## src/hdl/ftm_pkg.sv

```systemverilog
// ----------------------------------------------------------------------------
// ftm_pkg
// Shared types and constants for the fork-token mutex node: command codes,
// message kinds, register indexes, controller states and the command and
// status bundles between controller and datapath.
// ----------------------------------------------------------------------------
`default_nettype none

package ftm_pkg;

  // Default slot count (slot indexes 0 .. MAX_PEERS-1)
  localparam int MAX_PEERS_DEF = 16;

  // Field and register widths
  localparam int CMD_W    = 3;
  localparam int PEER_W   = 4;
  localparam int DONE_W   = 4;
  localparam int CFG_IDX_W  = 2;
  localparam int CFG_DATA_W = 16;
  localparam int MASK_W   = 16;

  // Reset values of the configuration registers
  localparam logic [PEER_W-1:0] SELF_ID_RST    = 4'd1;
  localparam logic [PEER_W-1:0] PEER_COUNT_RST = 4'd2;
  localparam logic [MASK_W-1:0] FORK_MASK_RST  = 16'h0000;

  // Saturation value of the done counter
  localparam logic [DONE_W-1:0] DONE_MAX = 4'd15;

  // Input commands; codes 6 and 7 are ignored
  typedef enum logic [CMD_W-1:0] {
    CMD_INIT     = 3'd0,
    CMD_REQUEST  = 3'd1,
    CMD_REPLY    = 3'd2,
    CMD_DONE     = 3'd3,
    CMD_ACQUIRE  = 3'd4,
    CMD_RELEASE  = 3'd5
  } cmd_t;

  // Outgoing message kinds
  localparam logic MSG_FORK_REQUEST = 1'b0;
  localparam logic MSG_FORK_REPLY   = 1'b1;

  // Configuration register indexes
  typedef enum logic [CFG_IDX_W-1:0] {
    REG_SELF_ID    = 2'd0,
    REG_PEER_COUNT = 2'd1,
    REG_FORK_MASK  = 2'd2
  } reg_idx_t;

  // Controller states
  typedef enum logic [1:0] {
    ST_IDLE,
    ST_SCAN,
    ST_EMIT,
    ST_STATUS
  } state_t;

  // Controller to datapath commands
  typedef struct packed {
    logic in_ready;
    logic scan_en;
    logic emit_en;
    logic status_en;
  } dp_ctl_t;

  // Datapath to controller status
  typedef struct packed {
    logic idx_last;
    logic any_pend;
    logic out_free;
    logic load_last;
  } dp_stat_t;

endpackage

`default_nettype wire

```

## src/hdl/ftm_if.sv

```systemverilog
// ----------------------------------------------------------------------------
// ftm_if
// Valid/ready channels of the fork-token mutex node: the event channel and
// the result channel.
// ----------------------------------------------------------------------------
`default_nettype none

interface ftm_in_if;
  logic                        valid;
  logic                        ready;
  logic [ftm_pkg::CMD_W-1:0]   cmd;
  logic [ftm_pkg::PEER_W-1:0]  peer;

  modport source (output valid, output cmd, output peer, input ready);
  modport sink   (input valid, input cmd, input peer, output ready);
endinterface

interface ftm_out_if;
  logic                        valid;
  logic                        ready;
  logic                        msg_valid;
  logic [ftm_pkg::PEER_W-1:0]  dst_peer;
  logic                        msg_kind;
  logic                        may_enter;
  logic [ftm_pkg::DONE_W-1:0]  peers_done;
  logic                        last;

  modport source (output valid, output msg_valid, output dst_peer, output msg_kind,
                  output may_enter, output peers_done, output last, input ready);
  modport sink   (input valid, input msg_valid, input dst_peer, input msg_kind,
                  input may_enter, input peers_done, input last, output ready);
endinterface

`default_nettype wire

```

## src/hdl/ftm_ctrl.sv

```systemverilog
// ----------------------------------------------------------------------------
// ftm_ctrl
// Controller: accepts an event, sweeps the peer slots once to update state,
// then walks the slots again to hand out messages, or sends one status item.
// ----------------------------------------------------------------------------
`default_nettype none

module ftm_ctrl (
  input  wire logic              clk,
  input  wire logic              rst_n,
  input  wire logic              accept,
  input  wire ftm_pkg::dp_stat_t stat,
  output ftm_pkg::dp_ctl_t       ctl
);

  ftm_pkg::state_t state_r;
  ftm_pkg::state_t state_nxt;

  // State register
  always_ff @(posedge clk) begin
    if (!rst_n) begin
      state_r <= ftm_pkg::ST_IDLE;
    end else begin
      state_r <= state_nxt;
    end
  end

  // Next state
  always_comb begin
    state_nxt = state_r;
    case (state_r)
      ftm_pkg::ST_IDLE: begin
        if (accept) state_nxt = ftm_pkg::ST_SCAN;
      end
      ftm_pkg::ST_SCAN: begin
        if (stat.idx_last) begin
          state_nxt = stat.any_pend ? ftm_pkg::ST_EMIT : ftm_pkg::ST_STATUS;
        end
      end
      ftm_pkg::ST_EMIT: begin
        if (stat.load_last) state_nxt = ftm_pkg::ST_IDLE;
      end
      ftm_pkg::ST_STATUS: begin
        if (stat.out_free) state_nxt = ftm_pkg::ST_IDLE;
      end
      default: state_nxt = ftm_pkg::ST_IDLE;
    endcase
  end

  // Outputs
  always_comb begin
    ctl = '0;
    case (state_r)
      ftm_pkg::ST_IDLE:   ctl.in_ready  = 1'b1;
      ftm_pkg::ST_SCAN:   ctl.scan_en   = 1'b1;
      ftm_pkg::ST_EMIT:   ctl.emit_en   = 1'b1;
      ftm_pkg::ST_STATUS: ctl.status_en = 1'b1;
      default:            ctl = '0;
    endcase
  end

endmodule

`default_nettype wire

```

## src/hdl/ftm_dp.sv

```systemverilog
// ----------------------------------------------------------------------------
// ftm_dp
// Datapath: configuration registers, per-peer fork marks, slot index, pending
// message masks, may-enter accumulator and the output register.
// ----------------------------------------------------------------------------
`default_nettype none

module ftm_dp #(
  parameter int MAX_PEERS = ftm_pkg::MAX_PEERS_DEF
) (
  input  wire logic                              clk,
  input  wire logic                              rst_n,
  input  wire logic                              cfg_we,
  input  wire logic [ftm_pkg::CFG_IDX_W-1:0]     cfg_idx,
  input  wire logic [ftm_pkg::CFG_DATA_W-1:0]    cfg_wdata,
  input  wire logic                              accept,
  input  wire logic [ftm_pkg::CMD_W-1:0]         in_cmd,
  input  wire logic [ftm_pkg::PEER_W-1:0]        in_peer,
  input  wire ftm_pkg::dp_ctl_t                  ctl,
  output ftm_pkg::dp_stat_t                      stat,
  input  wire logic                              out_ready,
  output logic                                   out_valid,
  output logic                                   out_msg_valid,
  output logic [ftm_pkg::PEER_W-1:0]             out_dst_peer,
  output logic                                   out_msg_kind,
  output logic                                   out_may_enter,
  output logic [ftm_pkg::DONE_W-1:0]             out_peers_done,
  output logic                                   out_last
);

  localparam int IDXW = (MAX_PEERS > 1) ? $clog2(MAX_PEERS) : 1;
  localparam int CMPW = (IDXW > 5) ? IDXW : 5;
  localparam logic [IDXW-1:0] IDX_LAST = IDXW'(MAX_PEERS - 1);

  // Configuration registers
  logic [ftm_pkg::PEER_W-1:0] self_id_r;
  logic [ftm_pkg::PEER_W-1:0] peer_count_r;
  logic [ftm_pkg::MASK_W-1:0] fork_mask_r;

  // Event and protocol state
  ftm_pkg::cmd_t              cmd_r;
  logic [ftm_pkg::PEER_W-1:0] peer_r;
  logic                       want_r;
  logic [ftm_pkg::DONE_W-1:0] done_r;
  logic [MAX_PEERS-1:0]       held_r;
  logic [MAX_PEERS-1:0]       dirty_r;
  logic [MAX_PEERS-1:0]       wants_r;
  logic [MAX_PEERS-1:0]       pend_rep_r;
  logic [MAX_PEERS-1:0]       pend_req_r;
  logic [IDXW-1:0]            idx_r;
  logic                       me_r;

  // Output register
  logic                       out_valid_r;
  logic                       out_msg_valid_r;
  logic [ftm_pkg::PEER_W-1:0] out_dst_r;
  logic                       out_kind_r;
  logic                       out_me_r;
  logic [ftm_pkg::DONE_W-1:0] out_done_r;
  logic                       out_last_r;

  // Slot evaluation
  logic [ftm_pkg::PEER_W-1:0] eff_self;
  logic                       act;
  logic                       hit;
  logic                       init_bit;
  logic                       h_nxt;
  logic                       d_nxt;
  logic                       w_nxt;
  logic                       new_rep;
  logic                       new_req;
  logic [MAX_PEERS-1:0]       sel;

  // Emission
  logic                       out_free;
  logic                       load;
  logic                       ld_msg;
  logic                       ld_kind;
  logic                       ld_last;
  logic                       clr_rep;
  logic                       clr_req;
  logic                       adv;

  assign eff_self = (self_id_r == '0) ? ftm_pkg::PEER_W'(1) : self_id_r;
  assign act = (idx_r != '0)
            && (CMPW'(idx_r) <= CMPW'(peer_count_r))
            && (CMPW'(idx_r) != CMPW'(eff_self));
  assign hit = (CMPW'(idx_r) == CMPW'(peer_r));
  assign init_bit = (CMPW'(idx_r) < CMPW'(ftm_pkg::MASK_W)) ? fork_mask_r[4'(idx_r)] : 1'b0;
  assign sel = MAX_PEERS'(1) << idx_r;

  // Apply the current event to the slot under the index
  always_comb begin
    h_nxt   = held_r[idx_r];
    d_nxt   = dirty_r[idx_r];
    w_nxt   = wants_r[idx_r];
    new_rep = 1'b0;
    new_req = 1'b0;
    case (cmd_r)
      ftm_pkg::CMD_INIT: begin
        h_nxt = init_bit;
        d_nxt = init_bit;
        w_nxt = 1'b0;
      end
      ftm_pkg::CMD_REQUEST: begin
        if (act && hit) begin
          if (h_nxt && d_nxt) begin
            h_nxt   = 1'b0;
            d_nxt   = 1'b0;
            w_nxt   = 1'b0;
            new_rep = 1'b1;
            new_req = want_r;
          end else begin
            w_nxt = 1'b1;
          end
        end
      end
      ftm_pkg::CMD_REPLY: begin
        if (act && hit) begin
          h_nxt = 1'b1;
          d_nxt = 1'b0;
        end
      end
      ftm_pkg::CMD_ACQUIRE: begin
        if (act && !h_nxt) begin
          new_req = 1'b1;
          w_nxt   = 1'b0;
        end
      end
      ftm_pkg::CMD_RELEASE: begin
        if (act) begin
          d_nxt = 1'b1;
          if (w_nxt && h_nxt) begin
            h_nxt   = 1'b0;
            w_nxt   = 1'b0;
            new_rep = 1'b1;
          end
        end
      end
      default: begin
        h_nxt = held_r[idx_r];
      end
    endcase
  end

  assign out_free = !out_valid_r || out_ready;

  // Pick the next result: status, or reply before request within a slot
  always_comb begin
    load    = 1'b0;
    ld_msg  = 1'b0;
    ld_kind = ftm_pkg::MSG_FORK_REQUEST;
    ld_last = 1'b0;
    clr_rep = 1'b0;
    clr_req = 1'b0;
    adv     = 1'b0;
    if (ctl.status_en && out_free) begin
      load    = 1'b1;
      ld_last = 1'b1;
    end else if (ctl.emit_en) begin
      if (pend_rep_r[idx_r]) begin
        if (out_free) begin
          load    = 1'b1;
          ld_msg  = 1'b1;
          ld_kind = ftm_pkg::MSG_FORK_REPLY;
          clr_rep = 1'b1;
          ld_last = ((pend_rep_r & ~sel) == '0) && (pend_req_r == '0);
        end
      end else if (pend_req_r[idx_r]) begin
        if (out_free) begin
          load    = 1'b1;
          ld_msg  = 1'b1;
          ld_kind = ftm_pkg::MSG_FORK_REQUEST;
          clr_req = 1'b1;
          adv     = 1'b1;
          ld_last = ((pend_req_r & ~sel) == '0) && (pend_rep_r == '0);
        end
      end else begin
        adv = 1'b1;
      end
    end
  end

  assign stat.idx_last  = (idx_r == IDX_LAST);
  assign stat.any_pend  = (pend_rep_r != '0) || (pend_req_r != '0) || new_rep || new_req;
  assign stat.out_free  = out_free;
  assign stat.load_last = load && ld_last;

  // Configuration writes
  always_ff @(posedge clk) begin
    if (!rst_n) begin
      self_id_r    <= ftm_pkg::SELF_ID_RST;
      peer_count_r <= ftm_pkg::PEER_COUNT_RST;
      fork_mask_r  <= ftm_pkg::FORK_MASK_RST;
    end else if (cfg_we) begin
      case (cfg_idx)
        ftm_pkg::REG_SELF_ID:    self_id_r    <= cfg_wdata[ftm_pkg::PEER_W-1:0];
        ftm_pkg::REG_PEER_COUNT: peer_count_r <= cfg_wdata[ftm_pkg::PEER_W-1:0];
        ftm_pkg::REG_FORK_MASK:  fork_mask_r  <= cfg_wdata[ftm_pkg::MASK_W-1:0];
        default:                 self_id_r    <= self_id_r;
      endcase
    end
  end

  // Latch the event and update the whole-node state on accept
  always_ff @(posedge clk) begin
    if (!rst_n) begin
      cmd_r  <= ftm_pkg::CMD_INIT;
      peer_r <= '0;
      want_r <= 1'b0;
      done_r <= '0;
    end else if (accept) begin
      cmd_r  <= ftm_pkg::cmd_t'(in_cmd);
      peer_r <= in_peer;
      case (ftm_pkg::cmd_t'(in_cmd))
        ftm_pkg::CMD_INIT: begin
          want_r <= 1'b0;
          done_r <= '0;
        end
        ftm_pkg::CMD_DONE: begin
          if (done_r != ftm_pkg::DONE_MAX) done_r <= done_r + 1'b1;
        end
        ftm_pkg::CMD_ACQUIRE: want_r <= 1'b1;
        ftm_pkg::CMD_RELEASE: want_r <= 1'b0;
        default:              want_r <= want_r;
      endcase
    end
  end

  // Sweep slots: update marks, collect messages, accumulate may-enter
  always_ff @(posedge clk) begin
    if (!rst_n) begin
      held_r     <= '0;
      dirty_r    <= '0;
      wants_r    <= '0;
      pend_rep_r <= '0;
      pend_req_r <= '0;
      idx_r      <= '0;
      me_r       <= 1'b1;
    end else if (accept) begin
      pend_rep_r <= '0;
      pend_req_r <= '0;
      idx_r      <= '0;
      me_r       <= 1'b1;
    end else if (ctl.scan_en) begin
      held_r[idx_r]     <= h_nxt;
      dirty_r[idx_r]    <= d_nxt;
      wants_r[idx_r]    <= w_nxt;
      pend_rep_r[idx_r] <= new_rep;
      pend_req_r[idx_r] <= new_req;
      me_r  <= me_r && (!act || (h_nxt && !(d_nxt && w_nxt)));
      idx_r <= (idx_r == IDX_LAST) ? '0 : idx_r + 1'b1;
    end else begin
      if (clr_rep) pend_rep_r[idx_r] <= 1'b0;
      if (clr_req) pend_req_r[idx_r] <= 1'b0;
      if (adv) idx_r <= (idx_r == IDX_LAST) ? '0 : idx_r + 1'b1;
    end
  end

  // Output register: hold until taken, reload when free
  always_ff @(posedge clk) begin
    if (!rst_n) begin
      out_valid_r <= 1'b0;
    end else if (load) begin
      out_valid_r <= 1'b1;
    end else if (out_ready) begin
      out_valid_r <= 1'b0;
    end
  end

  always_ff @(posedge clk) begin
    if (load) begin
      out_msg_valid_r <= ld_msg;
      out_dst_r       <= ld_msg ? 4'(idx_r) : '0;
      out_kind_r      <= ld_kind;
      out_me_r        <= me_r;
      out_done_r      <= done_r;
      out_last_r      <= ld_last;
    end
  end

  assign out_valid      = out_valid_r;
  assign out_msg_valid  = out_msg_valid_r;
  assign out_dst_peer   = out_dst_r;
  assign out_msg_kind   = out_kind_r;
  assign out_may_enter  = out_me_r;
  assign out_peers_done = out_done_r;
  assign out_last       = out_last_r;

  // A request goes out only while the node wants its section
  a_req_needs_want: assert property (@(posedge clk) disable iff (!rst_n)
    (load && ld_msg && ld_kind == ftm_pkg::MSG_FORK_REQUEST) |-> want_r)
    else $error("fork request sent while section not wanted");

  // A reply hands over a fork that the sweep already gave away
  a_reply_fork_gone: assert property (@(posedge clk) disable iff (!rst_n)
    (load && ld_msg && ld_kind == ftm_pkg::MSG_FORK_REPLY) |-> !held_r[idx_r])
    else $error("fork reply sent while fork still held");

  // Slot zero is never a peer, so it never carries a message
  a_slot0_quiet: assert property (@(posedge clk) disable iff (!rst_n)
    !pend_rep_r[0] && !pend_req_r[0])
    else $error("message pending for slot zero");

endmodule

`default_nettype wire

```

## src/hdl/fork_token_mutex_node.sv

```systemverilog
// ----------------------------------------------------------------------------
// fork_token_mutex_node
// One node of a fork-token mutual exclusion protocol: per-peer fork marks,
// outgoing fork requests and replies, may-enter and done-count status.
// ----------------------------------------------------------------------------
// Each item is swept over all MAX_PEERS slots, one slot per cycle, after the
// accept cycle. With messages pending the slots are then walked again to hand
// them out, at most one result per cycle while the sink takes them; a slot that
// sent a reply is checked again for a request before the index moves on.
// One item is in work at a time; the next is taken once the last result sits
// in the output register. Sync active-low reset clears state, loads defaults.
`default_nettype none

module fork_token_mutex_node #(
  parameter int MAX_PEERS = ftm_pkg::MAX_PEERS_DEF
) (
  input  wire logic                           clk,
  input  wire logic                           rst_n,
  input  wire logic                           cfg_we,
  input  wire logic [ftm_pkg::CFG_IDX_W-1:0]  cfg_idx,
  input  wire logic [ftm_pkg::CFG_DATA_W-1:0] cfg_wdata,
  ftm_in_if.sink                              in_ch,
  ftm_out_if.source                           out_ch
);

  ftm_pkg::dp_ctl_t  ctl;
  ftm_pkg::dp_stat_t stat;
  logic              accept;

  // Accept an item when the controller is idle
  assign in_ch.ready = ctl.in_ready;
  assign accept      = in_ch.valid && ctl.in_ready;

  ftm_ctrl u_ctrl (
    .clk    (clk),
    .rst_n  (rst_n),
    .accept (accept),
    .stat   (stat),
    .ctl    (ctl)
  );

  ftm_dp #(
    .MAX_PEERS (MAX_PEERS)
  ) u_dp (
    .clk            (clk),
    .rst_n          (rst_n),
    .cfg_we         (cfg_we),
    .cfg_idx        (cfg_idx),
    .cfg_wdata      (cfg_wdata),
    .accept         (accept),
    .in_cmd         (in_ch.cmd),
    .in_peer        (in_ch.peer),
    .ctl            (ctl),
    .stat           (stat),
    .out_ready      (out_ch.ready),
    .out_valid      (out_ch.valid),
    .out_msg_valid  (out_ch.msg_valid),
    .out_dst_peer   (out_ch.dst_peer),
    .out_msg_kind   (out_ch.msg_kind),
    .out_may_enter  (out_ch.may_enter),
    .out_peers_done (out_ch.peers_done),
    .out_last       (out_ch.last)
  );

endmodule

`default_nettype wire

```

## src/flat_wrapper.sv

```systemverilog
// flat-port wrapper written by rule: the top's interface ports become plain ports
module fork_token_mutex_node_flat 
#(
  parameter int MAX_PEERS = ftm_pkg::MAX_PEERS_DEF
)
  (clk, rst_n, cfg_we, cfg_idx, cfg_wdata, in_ch_valid, in_ch_cmd, in_ch_peer, in_ch_ready, out_ch_valid, out_ch_msg_valid, out_ch_dst_peer, out_ch_msg_kind, out_ch_may_enter, out_ch_peers_done, out_ch_last, out_ch_ready);
  ftm_in_if in_ch_i ();
  ftm_out_if out_ch_i ();
  input  wire logic clk;
  input  wire logic rst_n;
  input  wire logic cfg_we;
  input  wire logic [ftm_pkg::CFG_IDX_W-1:0] cfg_idx;
  input  wire logic [ftm_pkg::CFG_DATA_W-1:0] cfg_wdata;
  input wire logic [$bits(in_ch_i.valid)-1:0] in_ch_valid;
  input wire logic [$bits(in_ch_i.cmd)-1:0] in_ch_cmd;
  input wire logic [$bits(in_ch_i.peer)-1:0] in_ch_peer;
  output wire logic [$bits(in_ch_i.ready)-1:0] in_ch_ready;
  output wire logic [$bits(out_ch_i.valid)-1:0] out_ch_valid;
  output wire logic [$bits(out_ch_i.msg_valid)-1:0] out_ch_msg_valid;
  output wire logic [$bits(out_ch_i.dst_peer)-1:0] out_ch_dst_peer;
  output wire logic [$bits(out_ch_i.msg_kind)-1:0] out_ch_msg_kind;
  output wire logic [$bits(out_ch_i.may_enter)-1:0] out_ch_may_enter;
  output wire logic [$bits(out_ch_i.peers_done)-1:0] out_ch_peers_done;
  output wire logic [$bits(out_ch_i.last)-1:0] out_ch_last;
  input wire logic [$bits(out_ch_i.ready)-1:0] out_ch_ready;
  assign in_ch_i.valid = in_ch_valid;
  assign in_ch_i.cmd = in_ch_cmd;
  assign in_ch_i.peer = in_ch_peer;
  assign in_ch_ready = in_ch_i.ready;
  assign out_ch_valid = out_ch_i.valid;
  assign out_ch_msg_valid = out_ch_i.msg_valid;
  assign out_ch_dst_peer = out_ch_i.dst_peer;
  assign out_ch_msg_kind = out_ch_i.msg_kind;
  assign out_ch_may_enter = out_ch_i.may_enter;
  assign out_ch_peers_done = out_ch_i.peers_done;
  assign out_ch_last = out_ch_i.last;
  assign out_ch_i.ready = out_ch_ready;
  fork_token_mutex_node #(.MAX_PEERS(MAX_PEERS)) u_core (.clk(clk), .rst_n(rst_n), .cfg_we(cfg_we), .cfg_idx(cfg_idx), .cfg_wdata(cfg_wdata), .in_ch(in_ch_i), .out_ch(out_ch_i));
endmodule
```

## config.mk

```make
export PLATFORM = sky130hd
export DESIGN_NAME = fork_token_mutex_node_flat
export DESIGN_NICKNAME = d
export VERILOG_FILES = /design/src/hdl/ftm_pkg.sv /design/src/hdl/ftm_if.sv /design/src/hdl/ftm_ctrl.sv /design/src/hdl/ftm_dp.sv /design/src/hdl/fork_token_mutex_node.sv /design/src/flat_wrapper.sv
export SDC_FILE = /design/constraint.sdc
export NUM_CORES = 1
export LEC_CHECK = 0
export ABC_AREA = 1
export ABC_CLOCK_PERIOD_IN_PS = 5900
export BUFFER_PORTS_ARGS = -buffer_cell sky130_fd_sc_hd__buf_2
export CAP_MARGIN = 10
export CORE_UTILIZATION = 63
export CTS_CLUSTER_SIZE = 40
export DETAILED_ROUTE_END_ITERATION = 10
export PLACE_DENSITY = 0.82
export SYNTH_ARGS = -nofsm -noshare
export SYNTH_HDL_FRONTEND = slang
export SYNTH_HIERARCHICAL = 1
export SYNTH_SLANG_ARGS = --single-unit
```

## constraint.sdc

```tcl
create_clock -name clk -period 5.9 [get_ports clk]
set_input_delay 0.885 -clock clk [delete_from_list [all_inputs] [get_ports clk]]
set_output_delay 0.885 -clock clk [all_outputs]
set_load 0.02 [all_outputs]
```

Word level (Yosys, flattened, before mapping). Cells that the tools add are included.

Register bits: 136. Word-level logic and storage cells: 198. Output and inout port bits: 14.

Multiplexer cells: 90. Shift operators: 1. Add/sub/neg operators: 2. Bitwise gates (word level): 8. Equality and inequality tests: 21. Reductions and logical operators: 51. Order comparisons: 3.

Operators by type and width (count): $bwmux W16 (5); $and A16 B16 Y16 (4); $logic_not A16 Y1 (4); $mux W16 (4); $mux W1 (57); $not A16 Y16 (2); $reduce_bool A16 Y1 (2); $bmux W1 S4 (6); $mux W4 (5); $shl A1 B4 Y16 const A (1); $logic_and A1 B1 Y1 (15); $eq A3 B3 Y1 const B (4); $pmux W1 S4 (3); $reduce_bool A2 Y1 (6); $reduce_and A2 Y1 (5); $add A4 B1 Y4 const B (2); $mux W2 (4); $pmux W2 S4 (1); $pmux W4 S2 (1); $eq A2 B2 Y1 const B (3); $eq A3 B2 Y1 const B (2); $logic_not A3 Y1 (2); $ne A2 B1 Y1 const B (3); $pmux W1 S2 (3); other kinds (20) (32).

Logic depth before layout (Yosys ltp). Gate-level depths: netlist of run 1.

Word-level depth: 13. Mapped depth: 22. Depth with buffers taken out: 20.

Hierarchy. Netlist of run 1, hierarchy kept.

Modules (own cells, without submodules): ftm_dp (cells each 1142, area each 7612.3 µm², instances 1); ftm_ctrl (cells each 28, area each 158.9 µm², instances 1); fork_token_mutex_node (cells each 2, area each 7.5 µm², instances 1).

Worst setup path after synthesis of run 1. OpenSTA, ideal clock, no wires.

Path kind: flip-flop to flip-flop. Start: register u_core.u_dp.idx_r[0]. End: register u_core.u_ctrl.state_r[0]. Buffers on the path: 2. Setup time: 113 ps. Setup slack: 3568 ps. Arrival time: 2219 ps. Cell stages (with the launch flop): 22. Cells stage by stage: dfxtp_1 -> buf_6 -> inv_4 -> buf_4 -> ha_1 -> inv_1 -> nor2_2 -> inv_1 -> nand2_1 -> inv_1 -> nor4_1 -> nand2_1 -> nor3_1 -> nand4_1 -> nand2_1 -> nand2_1 -> nand2_1 -> inv_1 -> nand3_1 -> nand4_1 -> nor2_1 -> nor2_1.

RTL lines: start, declared (line ftm_dp.sv:50) `logic [IDXW-1:0] idx_r;`; start signal, assigned (line ftm_dp.sv:252) `idx_r <= (idx_r == IDX_LAST) ? '0 : idx_r + 1'b1;`; start signal, assigned (line ftm_dp.sv:256) `if (adv) idx_r <= (idx_r == IDX_LAST) ? '0 : idx_r + 1'b1;`; end signal, assigned (line ftm_ctrl.sv:22) `state_r <= ftm_pkg::ST_IDLE;`; end signal, assigned (line ftm_ctrl.sv:24) `state_r <= state_nxt;`; end, declared (line ftm_ctrl.sv:16) `ftm_pkg::state_t state_r;`.

==> impl_results.rst, run 1 <==
.. list-table::
   :header-rows: 1

   * - Metric
     - Value
   * - Status
     - complete, no violations
   * - Post-synthesis register bit count
     - 136
   * - Pre-CTS setup slack
     - 2780 ps
   * - Largest cells by area after synthesis
     - sky130_fd_sc_hd__dfxtp_1, sky130_fd_sc_hd__nand2_1, sky130_fd_sc_hd__inv_1, sky130_fd_sc_hd__a21oi_1, sky130_fd_sc_hd__o21ai_0
   * - Synthesized area divided by synthesized cell count
     - 6.64 um2
   * - Fraction of final layout cells with drive strength greater than 1
     - 0.100
   * - Area growth from synthesis to layout
     - 8.59%
   * - Largest area contributor in the synthesized netlist
     - sky130_fd_sc_hd__dfxtp_1
   * - Startpoint class of the critical path
     - register
   * - Leak pwr
     - 3.91 nW
   * - DR vias/cell
     - 5.74
   * - Detailed-routing iteration count for the pre-antenna-repair pass
     - 5
   * - Starting density of the core
     - 0.648
   * - Final min period
     - 3370 ps
   * - Final count of pins violating max slew
     - 0
   * - Placeable core region
     - 12000 um2
   * - Area of the die
     - 12800 um2
   * - Placer congestion estimate
     - 0.987
   * - Critical path class
     - reg -> reg
   * - Pwr dens
     - 431 nW/um2
   * - Final cell count without fillers
     - 1352
   * - Type of the worst min-delay path
     - reg -> reg
   * - Post-synth EDFFs
     - 12
   * - DRC violations left
     - 0
   * - Global-route wire length before repair
     - 34600 um
   * - Worst-path fanout max
     - 56
   * - Post-CTS Hold Buffers
     - 0
   * - I/O Pins
     - 44
   * - TritonCTS Sinks
     - 136
   * - Total congestion overflow
     - 0
   * - Number of maximum-capacitance constraint violations
     - 0
   * - PortBufs
     - 43
   * - WL per Instance
     - 15.3 um
   * - Vias in the first global route
     - 7292
   * - Post-layout net count
     - 1233
   * - Synthesized instance count
     - 1172
   * - Resized Gates After CTS
     - 0
   * - Dpl cell area
     - 7910 um2
   * - Cell total after placement
     - 1320
   * - Sum of net half-perimeters after detailed placement
     - 14000 um
   * - Kind of end point of the critical path
     - register
   * - RSZ-0062 raised after global routing
     - no
   * - Yosys top cell area share
     - 0.319
   * - Maximum number of pins on one net before global-route repair
     - 57
   * - Total via count after detailed routing
     - 7761
   * - Number of setup buffers added after CTS
     - 0
   * - Post-synth net total
     - 1213
   * - Register clock-pin slew on the reported worst setup and hold paths
     - 60 ps
   * - Fraction of the yosys area taken by sequential cells
     - 0.365
   * - # H-tree levels
     - 4
   * - Normalized max-slew margin
     - 0.366
   * - Number of hold violations in the final report
     - 0
   * - Data arrival, critical path
     - 3730 ps
   * - Overall Power
     - 0.00364 W
   * - Setup TNS
     - 0 ps
   * - TritonCTS buffer count
     - 17
   * - Most instantiated library cell after synthesis
     - sky130_fd_sc_hd__nand2_1
   * - Asr flop ratio synth
     - 0
   * - Maximum count of clock buffers along a single path
     - 2
   * - Number of antenna violations at the first check in global routing
     - 0
   * - Final setup skew
     - 5.88 ps
   * - Period utilization
     - 0.572
   * - Count of different cell masters after synthesis
     - 43
   * - Maximum frequency from static timing analysis
     - 0.297 GHz
   * - Global Route Usage Sum
     - 0.342
   * - Most common library cells after synthesis
     - sky130_fd_sc_hd__nand2_1, sky130_fd_sc_hd__inv_1, sky130_fd_sc_hd__a21oi_1
   * - Clock tree from TritonCTS
     - done
   * - Netlist Area Pre-Place
     - 7780 um2
   * - WP data required
     - 6260 ps
   * - Worst Setup Slack, final
     - 2530 ps
   * - Remaining antenna violation count after routing
     - 0
   * - Number of failing setup endpoints in the final timing report
     - 0
   * - Placement row count
     - 40
   * - Clock latency of the later-clocked register in the worst-skew pair
     - 420 ps
   * - Die Span X
     - 113 um
   * - Antenna diode count
     - 0
   * - Number of fill cells in the layout
     - 1037
   * - Height of the chip
     - 113 um
   * - Final wirelength
     - 20800 um
   * - Summed area of non-filler cells in the final layout
     - 8450 um2
   * - Violation count after the first detailed-routing iteration
     - 677
   * - Number of warnings reported in the yosys synthesis log
     - 6
   * - Worst-Margin Slew
     - 948 ps
   * - Top_reg_cell synth
     - sky130_fd_sc_hd__dfxtp_1
   * - CTS root buffer
     - sky130_fd_sc_hd__clkbuf_16
   * - Worst supply voltage drop on vdd
     - 361 uV
==> placed cells by master (no fill, tap or decap), types with 17 or more instances in the layout <==
cell type,netlist,final
sky130_fd_sc_hd__nor2_1,79,79
sky130_fd_sc_hd__clkbuf_16,0,17
sky130_fd_sc_hd__o21ai_0,90,90
sky130_fd_sc_hd__dfxtp_1,124,123
sky130_fd_sc_hd__o21ai_1,59,59
sky130_fd_sc_hd__nand3_1,42,42
sky130_fd_sc_hd__a31oi_1,18,18
sky130_fd_sc_hd__inv_1,199,199
sky130_fd_sc_hd__nand2_1,258,258
sky130_fd_sc_hd__buf_2,5,43
sky130_fd_sc_hd__a21oi_1,125,125
==> where the power goes <==
part | total, W | internal [W] | switching [W]
registers | 0.00112 | 0.00103 | 0.0000882
clock network | 0.000976 | 0.000576 | 0.000400
logic | 0.00154 | 0.000433 | 0.00111
==> critical path, cell delays in order, from the launching register on <==
cell                      delay (ps)
sky130_fd_sc_hd__dfxtp_2         450
sky130_fd_sc_hd__buf_4           520
sky130_fd_sc_hd__ha_1            270
sky130_fd_sc_hd__inv_1            70
sky130_fd_sc_hd__nor2_1          260
sky130_fd_sc_hd__nor2_1          100
sky130_fd_sc_hd__nor4_1          270
sky130_fd_sc_hd__nand2_1          90
sky130_fd_sc_hd__nor3_1          260
sky130_fd_sc_hd__nand4_1         120
sky130_fd_sc_hd__nand2_1          80
sky130_fd_sc_hd__nand2_1          80
sky130_fd_sc_hd__nand2_1          80
sky130_fd_sc_hd__inv_1            40
sky130_fd_sc_hd__nand3_1         100
sky130_fd_sc_hd__nand2_1          90
sky130_fd_sc_hd__o21ai_1         200
sky130_fd_sc_hd__nand2_1          90
sky130_fd_sc_hd__nor2_1          100
==> routing by layer <==
layer	up-vias	track usage	wire length, um	part of all wire
li1	3826	-	-	-
met1	3485	0.431	8810	0.42
met2	383	0.543	9370	0.45
met3	67	0.0793	1780	0.086
met4	0	0.186	788	0.038
met5	-	0	0	0
==> cell families after synthesis <==
logic type / Yosys count / share of synthesized area
compound gates: 322 / 0.223
buf+inv: 264 / 0.145
fa+ha+maj: 11 / 0.0177
flops: 136 / 0.365
xor+xnor: 3 / 0.00338
simple gates: 436 / 0.246
==> through the flow <==
stage           util  hold slack (ps)
2_1_floorplan      -              409
3_3_place_gp   0.658              435
3_5_place_dp   0.658              439
4_1_cts        0.703              446
5_1_grt        0.703              474
6_report       0.703              446
==> cell type report <==
class | count | area (um2) | area share
Sequential cell | 136 | 2840 | 0.337
Timing Repair Buffer | 47 | 245 | 0.0290
Clock inverter | 12 | 104 | 0.0123
Clock buffer | 20 | 437 | 0.0517
Tap cell | 147 | 184 | 0.0218
Inverter | 218 | 822 | 0.0973
Multi-Input combinational cell | 772 | 3810 | 0.451
==> registers in the layout, indices dropped and copies added, names as in the netlist, 3 cells and up <==
signal                      flops
u_core/u_dp/pend_rep_r         16
u_core/u_dp/idx_r               4
u_core/u_dp/fork_mask_r        16
u_core/u_dp/pend_req_r         16
u_core/u_dp/out_dst_peer        4
u_core/u_dp/peer_count_r        4
u_core/u_dp/dirty_r            16
u_core/u_dp/wants_r            16
u_core/u_dp/cmd_r               3
u_core/u_dp/peer_r              4
u_core/u_dp/done_r              4
u_core/u_dp/self_id_r           4
u_core/u_dp/out_peers_done      4
u_core/u_dp/held_r             16
==> final timing paths <==
kind | cells after the start | slack [ps] | to | startpoint
max reg2reg | 18 | 2530 | u_core/u_ctrl/state_r[0]$_SDFFE_PN0P_ | u_core/u_dp/idx_r[0]$_SDFFE_PP0P_
max | 18 | 2530 | u_core/u_ctrl/state_r[0]$_SDFFE_PN0P_ | u_core/u_dp/idx_r[0]$_SDFFE_PP0P_
min | 2 | 450 | u_core/u_dp/fork_mask_r[3]$_SDFFE_PN0P_ | u_core/u_dp/fork_mask_r[3]$_SDFFE_PN0P_
min reg2reg | 2 | 450 | u_core/u_dp/fork_mask_r[3]$_SDFFE_PN0P_ | u_core/u_dp/fork_mask_r[3]$_SDFFE_PN0P_
Power figures use the tool's default switching activity.
==> run 2, diff against run 1 <==
Settings changed: ABC_AREA 1 to 0, ABC_CLOCK_PERIOD_IN_PS 5900 to 3300, CORE_UTILIZATION 63 to 61, PLACE_DENSITY 0.82 to 0.8.
Clock period 5.9 ns to 3.3 ns, I/O delays scaled along.
==> run 2 against run 1 <==
Against the previous run: clock power increased by 120%; cell count fell by 32%; utilization is 1.6 points higher; synthesized cell count down 37%; largest cell class unchanged.
==> impl_results.rst, run 2 <==
.. list-table::
   :header-rows: 1

   * - Metric
     - Value
   * - Data arrival, critical path
     - 3420 ps (was 3730 ps)
   * - Synthesized instance count
     - 734 (was 1172)
   * - Number of maximum-capacitance constraint violations
     - 0 (unchanged)
   * - Area of the die
     - 11800 um2 (was 12800 um2)
   * - Maximum count of clock buffers along a single path
     - 2 (unchanged)
   * - Clock tree from TritonCTS
     - done (unchanged)
   * - Summed area of non-filler cells in the final layout
     - 7860 um2 (was 8450 um2)
   * - Dpl cell area
     - 7160 um2 (was 7910 um2)
   * - Sum of net half-perimeters after detailed placement
     - 12300 um (was 14000 um)
   * - Normalized max-slew margin
     - 0.416 (was 0.366)
   * - Starting density of the core
     - 0.633 (was 0.648)
   * - Total congestion overflow
     - 0 (unchanged)
   * - Final min period
     - 3130 ps (was 3370 ps)
   * - Largest cells by area after synthesis
     - sky130_fd_sc_hd__dfxtp_1, sky130_fd_sc_hd__nand2_1, sky130_fd_sc_hd__mux4_2, sky130_fd_sc_hd__edfxtp_1, sky130_fd_sc_hd__a32o_1 (was sky130_fd_sc_hd__dfxtp_1, sky130_fd_sc_hd__nand2_1, sky130_fd_sc_hd__inv_1, sky130_fd_sc_hd__a21oi_1, sky130_fd_sc_hd__o21ai_0)
   * - PortBufs
     - 43 (unchanged)
   * - Net Sw Frac
     - 0.228 (was 0.439)
   * - Switching power
     - 0.000987 W (was 0.00160 W)
   * - WL per Instance
     - 19.9 um (was 15.3 um)
   * - Largest area contributor in the synthesized netlist
     - sky130_fd_sc_hd__dfxtp_1 (unchanged)
   * - Most common library cell in the layout ignoring fill and taps
     - sky130_fd_sc_hd__dfxtp_1 (was sky130_fd_sc_hd__nand2_1)
   * - Post-CTS Hold Buffers
     - 0 (unchanged)
   * - Busiest metal layer after global routing
     - met2 (unchanged)
   * - Post-synthesis register bit count
     - 136 (unchanged)
   * - Height of the chip
     - 108 um (was 113 um)
   * - Type of the worst min-delay path
     - in -> reg (was reg -> reg)
   * - Number of failing setup endpoints in the final timing report
     - 0 (unchanged)
   * - Placement row count
     - 38 (was 40)
   * - Vias in the first global route
     - 5801 (was 7292)
   * - Setup TNS
     - 0 ps (unchanged)
   * - Number of warnings reported in the yosys synthesis log
     - 6 (unchanged)
   * - Antenna diode count
     - 0 (unchanged)
   * - Kind of end point of the critical path
     - register (unchanged)
   * - Startpoint class of the critical path
     - register (unchanged)
   * - Met3 Usage GRT
     - 0.0741 (was 0.0793)
   * - Violation count after the first detailed-routing iteration
     - 589 (was 677)
   * - Comb pwr share
     - 0.100 (was 0.424)
   * - Post-synth EDFFs
     - 12 (unchanged)
   * - Fraction of the yosys area taken by sequential cells
     - 0.411 (was 0.365)
   * - Top_reg_cell synth
     - sky130_fd_sc_hd__dfxtp_1 (unchanged)
   * - Area growth from synthesis to layout
     - 13.6% (was 8.59%)
   * - Worst supply voltage drop on vdd
     - 560 uV (was 361 uV)
   * - Part of the power in the clock network
     - 0.501 (was 0.268)
   * - TritonCTS buffer count
     - 17 (unchanged)
   * - # H-tree levels
     - 4 (unchanged)
   * - Post-layout net count
     - 807 (was 1233)
   * - Global-route wire length before repair
     - 29600 um (was 34600 um)
   * - Total via count after detailed routing
     - 6018 (was 7761)
   * - DR vias/cell
     - 6.55 (was 5.74)
   * - Most instantiated library cell after synthesis
     - sky130_fd_sc_hd__dfxtp_1 (was sky130_fd_sc_hd__nand2_1)
   * - Grt met1 use
     - 0.405 (was 0.431)
   * - Asr flop ratio synth
     - 0 (unchanged)
   * - Most common library cells after synthesis
     - sky130_fd_sc_hd__dfxtp_1, sky130_fd_sc_hd__nand2_1, sky130_fd_sc_hd__nor2_1 (was sky130_fd_sc_hd__nand2_1, sky130_fd_sc_hd__inv_1, sky130_fd_sc_hd__a21oi_1)
   * - Maximum number of pins on one net before global-route repair
     - 66 (was 57)
   * - Critical path class
     - reg -> reg (unchanged)
   * - DRC violations left
     - 0 (unchanged)
   * - Placeable core region
     - 10900 um2 (was 12000 um2)
   * - Clock latency of the later-clocked register in the worst-skew pair
     - 420 ps (about the same)
   * - Worst-path fanout max
     - 22 (was 56)
   * - TritonCTS Sinks
     - 136 (unchanged)
   * - Post-synth net total
     - 775 (was 1213)
   * - Period utilization
     - 0.948 (was 0.572)
   * - Synthesized area divided by synthesized cell count
     - 9.42 um2 (was 6.64 um2)
   * - Count of different cell masters after synthesis
     - 72 (was 43)
   * - Placer congestion estimate
     - 0.972 (was 0.987)
   * - Stage delay of the slowest cell on the critical path
     - 430 ps (was 520 ps)
   * - Global Route Usage Sum
     - 0.334 (was 0.342)
   * - Die Span X
     - 108 um (was 113 um)
   * - Status
     - complete, no violations (unchanged)
   * - Maximum frequency from static timing analysis
     - 0.320 GHz (was 0.297 GHz)
   * - Resized Gates After CTS
     - 0 (unchanged)
   * - Worst-path cell with the longest stage delay
     - sky130_fd_sc_hd__ha_1 (was sky130_fd_sc_hd__buf_4)
   * - Worst-Margin Slew
     - 870 ps (was 948 ps)
   * - Netlist Area Pre-Place
     - 6920 um2 (was 7780 um2)
   * - Seq pwr share
     - 0.399 (was 0.308)
   * - Register clock-pin slew on the reported worst setup and hold paths
     - 60 ps (about the same)
   * - Number of antenna violations at the first check in global routing
     - 0 (unchanged)
   * - Detailed-routing iteration count for the pre-antenna-repair pass
     - 8 (was 5)
   * - Final count of pins violating max slew
     - 0 (unchanged)
   * - CTS root buffer
     - sky130_fd_sc_hd__clkbuf_16 (unchanged)
   * - Final wirelength
     - 18300 um (was 20800 um)
   * - Pwr dens
     - 550 nW/um2 (was 431 nW/um2)
   * - Series of cell instances along the critical path
     - buf_4 > buf_4 > ha_1 > ha_1 > a21boi_0 > o22ai_1 > nand4b_1 > nor4_1 > a21oi_1 > o21ai_0 > nor2b_1 > o21ai_1 > a31oi_1 (was buf_4 > ha_1 > inv_1 > nor2_1 > nor2_1 > nor4_1 > nand2_1 > nor3_1 > nand4_1 > nand2_1 > nand2_1 > nand2_1 > inv_1 > nand3_1 > nand2_1 > o21ai_1 > nand2_1 > nor2_1)
   * - RSZ-0062 raised after global routing
     - no (unchanged)
   * - Most frequent cells in the layout
     - sky130_fd_sc_hd__dfxtp_1, sky130_fd_sc_hd__nand2_1, sky130_fd_sc_hd__nor2_1 (was sky130_fd_sc_hd__nand2_1, sky130_fd_sc_hd__inv_1, sky130_fd_sc_hd__a21oi_1)
   * - Yosys top cell area share
     - 0.359 (was 0.319)
   * - Global-route track usage on met2
     - 0.557 (was 0.543)
   * - Remaining antenna violation count after routing
     - 0 (unchanged)
   * - Internal portion of total power
     - 0.00333 W (was 0.00204 W)
   * - Number of hold violations in the final report
     - 0 (unchanged)
   * - Fraction of final layout cells with drive strength greater than 1
     - 0.175 (was 0.100)
   * - I/O Pins
     - 44 (unchanged)
   * - Number of setup buffers added after CTS
     - 0 (unchanged)
   * - WP data required
     - 3590 ps (was 6260 ps)
   * - Leak pwr
     - 2.82 nW (was 3.91 nW)
   * - Final setup skew
     - 7.31 ps (was 5.88 ps)
[run 2: changes by cell type after synthesis, sizes merged, moves of 17 or more]
cell,previous run,this run
inv,213,13
nand2,270,120
and2,0,19
o22ai,3,20
a21oi,126,29
o21ai,151,19
nand3,45,14
a211oi,2,33
mux2i,0,22
mux4,0,26
a32o,0,31
[run 2: cell type report]
type                            instances  area [um2]
Inverter                               13        48.8
Multi-Input combinational cell        535        3740
Timing Repair Buffer                   63         365
Clock inverter                          6         155
Sequential cell                       136        2840
Tap cell                              140         175
Fill cell                             812        3070
Clock buffer                           26         531
[run 2: worst paths after layout]
kind,from,end,slack [ps],cells after the start
worst max-delay path,u_core/u_dp/idx_r[1]$_SDFFE_PP0P_,u_core/u_ctrl/state_r[1]$_SDFFE_PN0P_,170,13
worst min-delay path,cfg_wdata[12],u_core/u_dp/fork_mask_r[12]$_SDFFE_PN0P_,310,3
worst max register to register,u_core/u_dp/idx_r[1]$_SDFFE_PP0P_,u_core/u_ctrl/state_r[1]$_SDFFE_PN0P_,170,13
worst min register to register,u_core/u_dp/fork_mask_r[0]$_SDFFE_PN0P_,u_core/u_dp/fork_mask_r[0]$_SDFFE_PN0P_,460,2
[run 2: cell families (layout without fill, tap and decap cells)]
logic type / after synthesis / after routing / share of synthesized area
and+or+nand+nor: 297 / 297 / 0.197
DFF: 136 / 136 / 0.411
AOI/OAI and AO/OA: 168 / 168 / 0.185
buffers and inverters: 63 / 108 / 0.0503
muxes: 49 / 49 / 0.124
adders and majority gates: 11 / 11 / 0.0199
xor gates and xnor gates: 10 / 10 / 0.0127
[run 2: metal layers]
| layer | wire length (um) | up-vias |
|---|---|---|
| li1 | - | 2771 |
| met1 | 7370 | 2870 |
| met2 | 8980 | 328 |
| met3 | 1460 | 49 |
| met4 | 482 | 0 |
| met5 | 0 | - |
[run 2: critical path: cells and delay by family, from the launching register on]
family                     cells  cell delay [ps]
and+or+nand+nor                3              560
AOI/OAI and AO/OA              6              770
adders and majority gates      2              720
DFF                            1              340
buffers and inverters          2              600
[run 2: per-stage QoR]
stage / power, W / cells / setup slack (ps) / hold WS [ps] / util
after floorplan: 0.00207 / 734 / 488 / 409 / -
after global placement: 0.00216 / 887 / 310 / 437 / 0.655
after detailed placement: 0.00218 / 887 / 130 / 449 / 0.655
after CTS: 0.00433 / 919 / 81.3 / 297 / 0.718
after global routing: 0.00445 / 919 / 2.11 / 308 / 0.719
final: 0.00432 / 919 / 170 / 314 / 0.719
[run 2: power groups by stage]
stage / Sequential [W] / Clock [W] / Combinational, W
2_1_floorplan: 0.00175 / 0 / 0.000319
6_report: 0.00173 / 0.00217 / 0.000431
5_1_grt: 0.00173 / 0.00225 / 0.000467
4_1_cts: 0.00172 / 0.00218 / 0.000423
3_5_place_dp: 0.00176 / 0 / 0.000417
3_3_place_gp: 0.00176 / 0 / 0.000405
